`src/rtl/tfc_pkg.sv`:
```
// -----------------------------------------------------------------------------
// tfc_pkg
// Types and constants shared by the token frequency counter modules.
// -----------------------------------------------------------------------------
`default_nettype none
package tfc_pkg;

   localparam logic [7:0]  CHAR_COMMA   = 8'd44;
   localparam logic [7:0]  CHAR_NEWLINE = 8'd10;
   localparam logic [7:0]  CHAR_SPACE   = 8'd32;
   localparam int          LEN_W        = 5;
   localparam logic [15:0] COUNT_MAX    = 16'hFFFF;

   typedef struct packed {
      logic [7:0] char_in;
      logic       end_of_input;
   } req_type;

   typedef struct packed {
      logic [7:0]  entry_index;
      logic [15:0] token_count;
      logic        is_new_entry;
      logic        dropped;
   } rsp_type;

   typedef enum logic [1:0] {
      ST_IDLE,
      ST_READ,
      ST_CMP
   } state_type;

   // controller to datapath
   typedef struct packed {
      logic take;         // request accepted this cycle
      logic start;        // token finished, rewind search index
      logic next;         // advance search index
      logic commit_hit;   // bump count of matched entry
      logic commit_miss;  // insert, or drop when full
   } cmd_type;

   // datapath to controller
   typedef struct packed {
      logic fin;          // current request would finish a token
      logic rsp_busy;     // result register still occupied
      logic used_zero;    // table empty
      logic key_match;    // read entry equals pending token
      logic idx_last;     // read entry is the last one in use
   } status_type;

endpackage
`default_nettype wire

```
`src/rtl/tfc_ctrl.sv`:
```
// -----------------------------------------------------------------------------
// tfc_ctrl
// Sequencer: accepts bytes and walks the table search for a finished token.
// -----------------------------------------------------------------------------
`default_nettype none
module tfc_ctrl
   import tfc_pkg::*;
(
   input  wire logic       clock,
   input  wire logic       reset,
   input  wire logic       req_valid,
   output logic            req_stall,
   input  wire status_type sts,
   output cmd_type         cmd
);

   state_type state_ff, state_in;

   // state register
   always_ff @(posedge clock) begin
      if (reset) begin
         state_ff <= ST_IDLE;
      end else begin
         state_ff <= state_in;
      end
   end

   // next state and commands
   always_comb begin
      state_in  = state_ff;
      cmd       = '0;
      req_stall = 1'b1;
      unique case (state_ff)
         ST_IDLE: begin
            // hold a finishing request while the last result is unread
            req_stall = sts.fin & sts.rsp_busy;
            cmd.take  = req_valid & ~req_stall;
            if (cmd.take && sts.fin) begin
               cmd.start = 1'b1;
               state_in  = ST_READ;
            end
         end
         ST_READ: begin
            if (sts.used_zero) begin
               cmd.commit_miss = 1'b1;
               state_in        = ST_IDLE;
            end else begin
               state_in = ST_CMP;
            end
         end
         ST_CMP: begin
            if (sts.key_match) begin
               cmd.commit_hit = 1'b1;
               state_in       = ST_IDLE;
            end else if (sts.idx_last) begin
               cmd.commit_miss = 1'b1;
               state_in        = ST_IDLE;
            end else begin
               cmd.next = 1'b1;
               state_in = ST_READ;
            end
         end
         default: state_in = ST_IDLE;
      endcase
   end

`ifndef SYNTHESIS
   // a search never commits a hit and a miss together
   assert property (@(posedge clock) disable iff (reset)
      !(cmd.commit_hit && cmd.commit_miss))
      else $error("double commit");
   // requests are only taken in idle
   assert property (@(posedge clock) disable iff (reset)
      cmd.take |-> state_ff == ST_IDLE)
      else $error("request taken during search");
   // a start is followed by a read cycle
   assert property (@(posedge clock) disable iff (reset)
      cmd.start |=> state_ff == ST_READ)
      else $error("search did not start");
`endif

endmodule
`default_nettype wire

```
`config.mk`:
```
export PLATFORM = sky130hd
export DESIGN_NAME = tfc_ctrl
export DESIGN_NICKNAME = d
export VERILOG_FILES = /design/src/rtl/tfc_pkg.sv /design/src/rtl/tfc_ctrl.sv
export SDC_FILE = /design/constraint.sdc
export NUM_CORES = 1
export LEC_CHECK = 0
export BUFFER_PORTS_ARGS = -buffer_cell sky130_fd_sc_hd__buf_2
export CAP_MARGIN = 10
export CORE_AREA = 2 2 39 41
export CTS_CLUSTER_DIAMETER = 80
export DETAILED_ROUTE_END_ITERATION = 8
export DIE_AREA = 0 0 41 43
export GPL_ROUTABILITY_DRIVEN = 0
export SLEW_MARGIN = 10
export SYNTH_ARGS = -nofsm -noshare
export SYNTH_HDL_FRONTEND = slang
export SYNTH_SLANG_ARGS = --single-unit
```
`constraint.sdc`:
```
create_clock -name clock -period 2.17 [get_ports clock]
set_clock_uncertainty 0.15 [all_clocks]
set_input_delay 0 -clock clock [delete_from_list [all_inputs] [get_ports clock]]
set_output_delay 0 -clock clock [all_outputs]
set_load 0.01 [all_outputs]
```
After elaboration in Yosys (flattened, before gate mapping)
Index checks and enable logic that the tools add are counted.
{ "op_classes": {"n_addsub": 0, "multipliers": 0, "div": 0, "n_lt_le_gt_ge": 0, "n_eq_ne": 3, "n_shift": 0, "muxes": 16, "bitwise": 3, "reduce_logical": 2} }
{ "op_table": {"columns": ["cell", "count"], "rows": [
  ["$mux 2", 5],
  ["$mux 1", 9],
  ["$pmux 2 s3", 1],
  ["$and 1x1->1", 2],
  ["$eq 2x1->1 const B", 1],
  ["$eq 2x2->1 const B", 1],
  ["$logic_not 2->1", 1],
  ["$ne 2x2->1 const B", 1],
  ["$pmux 1 s2", 1],
  ["$logic_and 1x1->1", 1],
  ["$not 1->1", 1]
]} }
{ "totals": {"reg_bits": 2, "latchBits": 0, "mem_bits_rw": 0, "romBits": 0, "output_inout_bits": 6, "elab_cells": 25, "mem_count": 0} }

Logic depth before layout (Yosys ltp)
Gate-level depths: netlist (run 1).
{ "logic_depth": {"ltp_word": 6, "mapped_depth": 5, "mapped_depth_nobuf": 5} }

Least setup slack after synthesis (run 1)
OpenSTA, ideal clock, no wires.
{ "synth_path": {"path_type": "reg-to-reg", "start": "register state_ff[0]", "end": "register state_ff[1]", "setup_ps": 96, "arrival_ps": 983, "required_ps": 1924, "path_slack_ps": 941, "path_stages_with_launch": 5, "path_buffers": 0, "synth_period_minus_slack_ps": 1229, "path_cell_list": "dfxtp_1 inv_1 ha_1 inv_2 o41ai_2"} }
{ "synth_between": {"elab_chain_len": 2, "elab_cells_between_ends": 5} }
{ "synth_lines": {"columns": ["item", "line", "source"], "rows": [
  ["from (decl)", "tfc_ctrl.sv:17", "state_type state_ff, state_in;"],
  ["from (signal assigned)", "tfc_ctrl.sv:24", "state_ff <= state_in;"],
  ["$eq 2x2->1, or another cell as far along", "tfc_ctrl.sv:33", "unique case (state_ff)"],
  ["$pmux 2 s3 or $ne 2x2->1 (tied branches)", null, null]
]} }
Several ways; a longest one is shown, not always the timed one.
A chain may end at the register's enable or synchronous reset.

Worst setup path in the final report (run 1)
{ "layout_path": {"start": "register state_ff[0]", "end": "register state_ff[0]"} }
The elaborated chain is that of the path after synthesis.

==> results of run 1 <==
how the worst max path moves through the flow:
stage	to
finish	state_ff[0]$_SDFFE_PP0P_
global route	state_ff[0]$_SDFFE_PP0P_
CTS	state_ff[0]$_SDFFE_PP0P_
detailed placement	state_ff[1]$_SDFFE_PP0P_
global placement	state_ff[1]$_SDFFE_PP0P_
floorplan	state_ff[1]$_SDFFE_PP0P_
through the flow:
| stage | cells | worst slack [ns] | power, W | area [µm²] | hold WS, ns |
|---|---|---|---|---|---|
| floorplan | 29 | 0.941 | 0.0000573 | 250 | -0.113 |
| detailed placement | 58 | 0.817 | 0.0000728 | 335 | 0.0618 |
| global placement | 58 | 0.874 | 0.0000726 | 335 | 0.0604 |
| global route | 64 | 0.195 | 0.000178 | 388 | 0.0690 |
| CTS | 64 | 0.318 | 0.000164 | 388 | 0.0606 |
| finish | 64 | 0.287 | 0.000159 | 388 | 0.0661 |
per-layer routing:
metal	wire (µm)	share of wire, %	GRT usage [%]
met5	0	0	0
met4	0	0	8.00
met3	54	9.3	4.71
met2	233	40	9.06
met1	289	50	10.9
kinds of logic (layout without fill, tap and decap cells):
| family | after synthesis | after routing | synth area share, % |
|---|---|---|---|
| adders and majority gates | 5 | 5 | 25.0 |
| and+or+nand+nor | 14 | 14 | 35.5 |
| AOI/OAI and AO/OA | 5 | 5 | 19.0 |
| DFF | 2 | 2 | 16.0 |
| buffers and inverters | 3 | 22 | 4.50 |
area by class of cell:
type / count / area, µm²
clock buffer: 3 / 22.5
fill: 146 / 996
inverter: 3 / 11.3
multi-input combinational: 24 / 199
sequential: 2 / 40.0
tap: 16 / 20.0
timing repair buffer: 16 / 95.1
power groups by stage:
| stage | clock (W) | sequential, W | combinational [W] |
|---|---|---|---|
| after global routing | 0.0000968 | 0.0000400 | 0.0000412 |
| after global placement | 0 | 0.0000403 | 0.0000323 |
| after floorplan | 0 | 0.0000399 | 0.0000174 |
| final | 0.0000820 | 0.0000400 | 0.0000368 |
| after CTS | 0.0000867 | 0.0000400 | 0.0000369 |
| after detailed placement | 0 | 0.0000405 | 0.0000323 |
worst register-to-register path, cell delays in order, from the launching register on:
cell and delay [ns]:
dfxtp_1 0.40, inv_1 0.11, ha_1 0.30, nor2_1 0.13, nand2_1 0.07, a21oi_2 0.11, dlygate4sd3_1 0.55
cells in the final DEF, fill, tap and decap left out, drive strengths merged:
master,count
dfxtp,2
o21ai,2
buf,13
nor3b,2
ha,5
a21oi,1
o41ai,1
o211ai,1
dlygate4sd3,3
nand4b,1
clkbuf,3
and3b,1
nor2,1
and3,1
nand2,5
and2,3
inv,3
==> results.json, run 1 <==
{
  "status": "complete, no violations",
  "slowest_delay_ns": 0.55,
  "diodes": 0,
  "post_cts_resized": 0,
  "final_antenna_net_count": 0,
  "rr_startpoint": "state_ff[0]$_SDFFE_PP0P_",
  "hp-start": "sts[4]",
  "cp_max_fo": 6,
  "ys_types": 18,
  "power.density_nw_per_um2": 409,
  "cp_num_cells": 6,
  "required_ns": 2.18,
  "layout-drive-gt1-share_pct": 50.0,
  "crit_arrival_ns": 1.89,
  "holdPathStages": 3,
  "remaining_drc_errors": 0,
  "period_needed_ns": 1.88,
  "final_nets": 63,
  "synth_edf_count": 0,
  "cts_setup_buffers": 0,
  "start_util_pct": 18.1,
  "async_flop_share_pct": 0,
  "dr.pass1.iters": 4,
  "critPathTopFamily": "buffers and inverters",
  "rows": 14,
  "tightest_slew_ns": 0.222,
  "routed_wirelength_um": 578,
  "cts-root-buf": "clkbuf_4",
  "clock-sinks": 2,
  "grt_antenna_before_repair": 0,
  "dp_hpwl_um": 427,
  "syn_avg_cell_area_um2": 8.63,
  "grt_pass1_vias": 231,
  "die_width_um": 41,
  "hold_buffers": 3,
  "crit_path_end_kind": "flop",
  "crit_path_start": "state_ff[0]$_SDFFE_PP0P_",
  "pwr-share-clk_pct": 51.6,
  "grt.overflow.total": 0,
  "ctsHtreeMaxLevel": 1,
  "worstReg2RegEnd": "state_ff[0]$_SDFFE_PP0P_",
  "clk_pin_slew_ns": 0.03,
  "largest_registers": "state_ff (2)",
  "path_cells": "inv_1 -> ha_1 -> nor2_1 -> nand2_1 -> a21oi_2 -> dlygate4sd3_1",
  "relSlewSlack_pct": 85.0,
  "cts_tree": "done",
  "numCtsBuffers": 3,
  "routedWlPerCell_um": 9.03,
  "yosys.area.top_type": "ha_1",
  "fin_crit_sh_pct": 86.8,
  "vias": 263,
  "crit_slowest_cell": "dlygate4sd3_1",
  "largest_reg_flops": 2,
  "ys_seq_area_share_pct": 16.0,
  "port_buffers": 13,
  "io_pins": 14,
  "synthTopCellsByArea": "ha_1 25%, dfxtp_1 16%, nand2_1 7.5%",
  "synth_seq_cells": 2,
  "synth_common_cells": "5 x ha_1, 5 x nand2_1, 2 x and2_1, 2 x dfxtp_1, 2 x inv_1",
  "die_h_um": 43,
  "reg2reg_depth": 6,
  "p_leak_nw": 0.201,
  "cts_buffer_depth": 2,
  "top_register": "state_ff",
  "irDropWorstVdd_uv": 139,
  "drtIter0Drc": 2,
  "p_sw_w": 0.0000403,
  "area_growth_pct": 55.0,
  "maxSlewViolCount": 0,
  "switching_share_pct": 25.4,
  "r2r_slack_ns": 0.29,
  "crit_type": "reg2reg",
  "finalSetupViolCount": 0,
  "utilization_pct": 28.0,
  "worst_setup_path_start_kind": "flop",
  "grt_pass1_wl_um": 945,
  "fmax_ghz": 0.531,
  "core_area_um2": 1380,
  "pwr-share-seq_pct": 25.2,
  "hold_end": "state_ff[1]$_SDFFE_PP0P_",
  "totalNegativeSetupSlack_ns": 0,
  "p_int_w": 0.000119,
  "synth.top_cell.area_share_pct": 25.0,
  "grt_max_degree": 7,
  "synthCells": 29,
  "vias_per_cell": 4.11,
  "syn-cell-area_um2": 250,
  "clk_latency_ns": 0.22,
  "die_area_um2": 1760,
  "pwr-share-comb_pct": 23.2,
  "cp_num_buf_inv": 2,
  "finalHoldViolCount": 0,
  "cap_viol_max_count": 0,
  "yosysWarnings": 0,
  "rsz0062_at_grt": "false",
  "synth_nets": 42,
  "hp-class": "in2reg",
  "grt_usage_pct": 8.42,
  "ys.flop_type": "dfxtp_1"
}
No activity file was read; power rests on OpenSTA's default activity.
==> inputs of run 2 (changes only) <==
Settings changed: ABC_AREA from default to 1, CTS_CLUSTER_SIZE from default to 12.
Clock period 2.17 ns to 2.4 ns, I/O delays scaled along.
==> run 2 against run 1 <==
Effect of this change:
- register-to-register slack improved by 0.85 ns
- critical endpoint is now cmd[0]
- core utilization decreased by 1.2 points
- via count increased by 9.5%
- worst setup slack improved by 0.67 ns
- power increased by 130%
- combinational power increased to 6.0 times the previous value
- critical path depth decreased by 2
- non-clock buffer count decreased by 1
==> results.json, run 2 <==
{
  "layout-drive-gt1-share_pct": 32.8,
  "cts_buffer_depth": 2,
  "relSlewSlack_pct": 88.1,
  "rsz0062_at_grt": "false",
  "final_antenna_net_count": 0,
  "remaining_drc_errors": 0,
  "crit_path_end_kind": "output pin",
  "fin_crit_sh_pct": 60.2,
  "yosys.area_share.simple_pct": 39.5,
  "clock-sinks": 2,
  "p_int_w": 0.000196,
  "dp_cells": 69,
  "synth_common_cells": "9 x nand2_1, 8 x inv_1, 8 x nor2_1, 5 x ha_1, 3 x nand3_1",
  "whs_ns": 0.0343,
  "syn_avg_cell_area_um2": 6.10,
  "p_sw_w": 0.000162,
  "largest_reg_flops": 2,
  "pwr-share-seq_pct": 18.1,
  "switching_share_pct": 45.3,
  "synth_adder_area_share_pct": 25.6,
  "crit_arrival_ns": 1.30,
  "seq_area_um2": 40.0,
  "yosysWarnings": 0,
  "crit_type": "reg2out",
  "synth_edf_count": 0,
  "clk_latency_ns": 0.22,
  "muxShareOfSynthArea_pct": 0,
  "maxSlewViolCount": 0,
  "utilization_pct": 26.9,
  "cts-root-buf": "clkbuf_4",
  "rows": 14,
  "grt_usage_pct": 7.92,
  "largest_registers": "state_ff (2)",
  "period_needed_ns": 1.45,
  "synth.most_common_cell": "nand2_1",
  "synth-xor-area-share_pct": 0,
  "ctsHtreeMaxLevel": 1,
  "die_width_um": 41,
  "power.density_nw_per_um2": 964,
  "finalSetupViolCount": 0,
  "mostFrequentLayoutCell": "buf_2",
  "grt_max_degree": 6,
  "port_buffers": 13,
  "syn-cell-area_um2": 244,
  "dp_hpwl_um": 443,
  "totalNegativeSetupSlack_ns": 0,
  "synth_nets": 53,
  "status": "complete, no violations",
  "vias_per_cell": 3.89,
  "cp_max_fo": 4,
  "ys_seq_area_share_pct": 16.4,
  "synth-compound-area-share_pct": 3.08,
  "post_cts_resized": 0,
  "die_area_um2": 1760,
  "diodes": 0,
  "routedWlPerCell_um": 7.54,
  "grt_pass1_wl_um": 890,
  "post-place-ws_ns": 1.16,
  "pwr-share-clk_pct": 20.9,
  "grt.overflow.total": 0,
  "grt_pass1_vias": 261,
  "vias": 288,
  "finalHoldViolCount": 0,
  "tightest_slew_ns": 0.179,
  "synth_seq_cells": 2,
  "multi_input_area_um2": 166,
  "routed_wirelength_um": 558,
  "required_ns": 2.25,
  "fmax_ghz": 0.692,
  "cap_viol_max_count": 0,
  "drtIter0Drc": 1,
  "synth.top_cell.area_share_pct": 25.6,
  "p_leak_nw": 0.234,
  "cts_setup_buffers": 0,
  "async_flop_share_pct": 0,
  "synthTopCellsByArea": "ha_1 26%, dfxtp_1 16%, nand2_1 14%",
  "hold_buffers": 2,
  "yosys.area.top_type": "ha_1",
  "grt_antenna_before_repair": 0,
  "synthCells": 40,
  "core_area_um2": 1380,
  "irDropWorstVdd_uv": 474,
  "layout_common_cells": "13 x buf_2, 9 x nand2_1, 8 x inv_1, 8 x nor2_1, 5 x ha_1",
  "io_pins": 14,
  "hp-class": "in2reg",
  "pwr-share-comb_pct": 61.0,
  "cts_tree": "done",
  "final_nets": 73,
  "dr.pass1.iters": 4,
  "fill_cells": 170,
  "start_util_pct": 17.6,
  "area_growth_pct": 52.3,
  "ys_types": 10,
  "numCtsBuffers": 3,
  "die_h_um": 43,
  "synth_top_family_by_area": "simple AND/OR/NAND/NOR gates",
  "clk_pin_slew_ns": 0.03,
  "worst_setup_path_start_kind": "flop",
  "top_register": "state_ff",
  "worst_slack_ns": 0.954,
  "ys.flop_type": "dfxtp_1",
  "stdcell_count": 74
}
-- run 2: logic make-up after synthesis --
logic type	count (synthesis)
DFF	2
and+or+nand+nor	22
adders and majority gates	5
buffers and inverters	10
AOI/OAI and AO/OA	1
-- run 2: worst max-delay path: stages (launching register included) --
cell	delay, ns
dfxtp_1	0.37
inv_1	0.09
ha_1	0.28
a21boi_0	0.17
buf_2	0.16
-- run 2: worst paths after layout --
path	start	to	slack, ns	depth (start not counted)
max	state_ff[1]$_SDFFE_PP0P_	cmd[0]	0.95	4
min	sts[0]	state_ff[0]$_SDFFE_PP0P_	0.03	6
max reg2reg	state_ff[0]$_SDFFE_PP0P_	state_ff[1]$_SDFFE_PP0P_	1.14	6
min reg2reg	state_ff[0]$_SDFFE_PP0P_	state_ff[0]$_SDFFE_PP0P_	0.54	4
-- run 2: per-layer routing --
layer  GRT usage [%]  wire, µm
met1            7.67       215
met2            11.6       304
met3            3.14        37
met4            8.00         0
met5               0         0
-- run 2: through the flow --
step	total power [W]	instance area, µm²
floorplan	0.000221	244
global placement	0.000276	329
detailed placement	0.000281	329
CTS	0.000368	372
global route	0.000402	372
finish	0.000358	372
-- run 2: cell type report --
cell class	instances	share of cell area, %
Sequential cell	2	10.8
Inverter	10	10.1
Timing Repair Buffer	15	22.9
Multi-Input combinational cell	28	44.8
Tap cell	16	5.39
Clock buffer	3	6.06
-- run 2: power groups by stage --
stage | clock, W | sequential [W] | combinational (W)
floorplan | 0 | 0.0000619 | 0.000159
global placement | 0 | 0.0000655 | 0.000211
detailed placement | 0 | 0.0000662 | 0.000214
CTS | 0.0000794 | 0.0000655 | 0.000223
global route | 0.0000819 | 0.0000677 | 0.000253
finish | 0.0000749 | 0.0000647 | 0.000219
==> inputs of run 3 (changes only) <==
Clock period 2.4 ns to 1.5 ns, I/O delays scaled along.
==> run 3 against run 2 <==
Effect of this change:
- combinational power rose by 61%
- worst setup slack worse by 0.84 ns
- highest routed layer unchanged
- register-to-register slack lost 0.89 ns
- first-iteration DRC count grew to 3.0 times the previous value
- hold slack got worse by 0.00093 ns
- die area stayed put
- largest power group unchanged
- largest cell class unchanged
- power up 61%
- sequential power up 62%
- critical endpoint unchanged
- non-clock buffer count stayed put
==> results.json, run 3 (same netlist as run 2, synthesis figures left out) <==
{
  "status": "complete, no violations",
  "routedWlPerCell_um": 7.30,
  "seq_area_um2": 41.3,
  "rsz0062_at_grt": "false",
  "routed_wirelength_um": 540,
  "remaining_drc_errors": 0,
  "maxSlewViolCount": 0,
  "numCtsBuffers": 3,
  "stdcell_count": 74,
  "relSlewSlack_pct": 87.2,
  "fin_crit_sh_pct": 92.3,
  "cap_viol_max_count": 0,
  "crit_arrival_ns": 1.23,
  "multi_input_area_um2": 166,
  "layout-drive-gt1-share_pct": 34.5,
  "dr.pass1.iters": 4,
  "grt_antenna_before_repair": 0,
  "hp-class": "in2reg",
  "top_register": "state_ff",
  "fill_cells": 156,
  "clk_latency_ns": 0.23,
  "tightest_slew_ns": 0.192,
  "largest_reg_flops": 2,
  "final_nets": 73,
  "cts-root-buf": "clkbuf_4",
  "p_leak_nw": 0.235,
  "grt_usage_pct": 6.81,
  "ctsHtreeMaxLevel": 1,
  "irDropWorstVdd_uv": 717,
  "worst_setup_path_start_kind": "flop",
  "finalSetupViolCount": 0,
  "fmax_ghz": 0.722,
  "die_area_um2": 1760,
  "layout_common_cells": "13 x buf_2, 9 x nand2_1, 8 x inv_1, 8 x nor2_1, 5 x ha_1",
  "path_cells": "inv_1 -> ha_1 -> a21boi_1 -> buf_2",
  "period_needed_ns": 1.38,
  "port_buffers": 13,
  "dp_hpwl_um": 415,
  "required_ns": 1.35,
  "grt_max_degree": 6,
  "grt_pass1_vias": 219,
  "totalNegativeSetupSlack_ns": 0,
  "clock-sinks": 2,
  "cp_max_fo": 4,
  "core_area_um2": 1380,
  "largest_registers": "state_ff (2)",
  "drtIter0Drc": 3,
  "vias_per_cell": 3.80,
  "vias": 281,
  "rows": 14,
  "start_util_pct": 17.6,
  "diodes": 0,
  "grt.overflow.total": 0,
  "cts_tree": "done",
  "slowest_delay_ns": 0.34,
  "cts_setup_buffers": 0,
  "io_pins": 14,
  "final_antenna_net_count": 0,
  "mostFrequentLayoutCell": "buf_2",
  "power.density_nw_per_um2": 1550,
  "die_h_um": 43,
  "crit_type": "reg2out",
  "cts_buffer_depth": 2,
  "grt_pass1_wl_um": 759,
  "crit_slowest_cell": "dfxtp_1",
  "area_growth_pct": 52.8,
  "finalHoldViolCount": 0,
  "clk_pin_slew_ns": 0.03,
  "crit_path_end_kind": "output pin",
  "die_width_um": 41,
  "dp_cells": 69
}
==> run 3: routing by layer <==
metal  vias to the layer above  track usage [%]  part of all wire, %
met5                         -                0                    0
met4                         0             8.00                    0
met3                         0             3.14                  5.7
met2                        11             7.81                   50
met1                       115             7.99                   44
li1                        155                -                    -
==> run 3: path summary, 6_finish.rpt <==
| check | cells past startpoint | slack (ns) | from | endpoint |
|---|---|---|---|---|
| setup reg to reg | 6 | 0.25 | state_ff[0]$_SDFFE_PP0P_ | state_ff[0]$_SDFFE_PP0P_ |
| setup / recovery | 4 | 0.12 | state_ff[0]$_SDFFE_PP0P_ | cmd[0] |
| hold / removal | 5 | 0.03 | sts[4] | state_ff[1]$_SDFFE_PP0P_ |
| hold reg to reg | 4 | 0.49 | state_ff[1]$_SDFFE_PP0P_ | state_ff[1]$_SDFFE_PP0P_ |
==> run 3: what timing repair did <==
item	in CTS	in global routing
hold buffers	2	0
hold endpoints to repair	2	0
setup endpoints to repair	0	1
resized for setup	0	2
==> run 3: worst max-delay path, delay by kind of cell, from the launching register on <==
family	cells	cell delay [ns]
AO/OA/AOI/OAI	1	0.14
adder cells (fa/ha/maj)	1	0.29
buffers and inverters	2	0.24
flip-flops	1	0.34
==> run 3: layout make-up <==
cell class | instances | share of cell area [%]
Timing Repair Buffer | 15 | 22.8
Clock buffer | 3 | 6.04
Tap cell | 16 | 5.37
Sequential cell | 2 | 11.1
Multi-Input combinational cell | 28 | 44.6
Inverter | 10 | 10.1
==> run 3: power breakdown <==
group | switching, W | internal (W)
logic | 0.000205 | 0.000147
clock network | 0.0000317 | 0.0000884
registers | 0.0000228 | 0.0000826
total | 0.000259 | 0.000318
==> run 3: metrics by stage <==
step / cell area (µm²) / util (%) / hold slack (ns) / setup slack [ns] / power [W]
global placement: 329 / 23.8 / 0.115 / 0.278 / 0.000445
CTS: 372 / 26.9 / 0.0336 / 0.0441 / 0.000581
global route: 373 / 26.9 / 0.0719 / 0.0180 / 0.000638
detailed placement: 329 / 23.8 / 0.114 / 0.269 / 0.000447
floorplan: 244 / - / -0.0539 / 0.345 / 0.000353
finish: 373 / 26.9 / 0.0334 / 0.115 / 0.000577
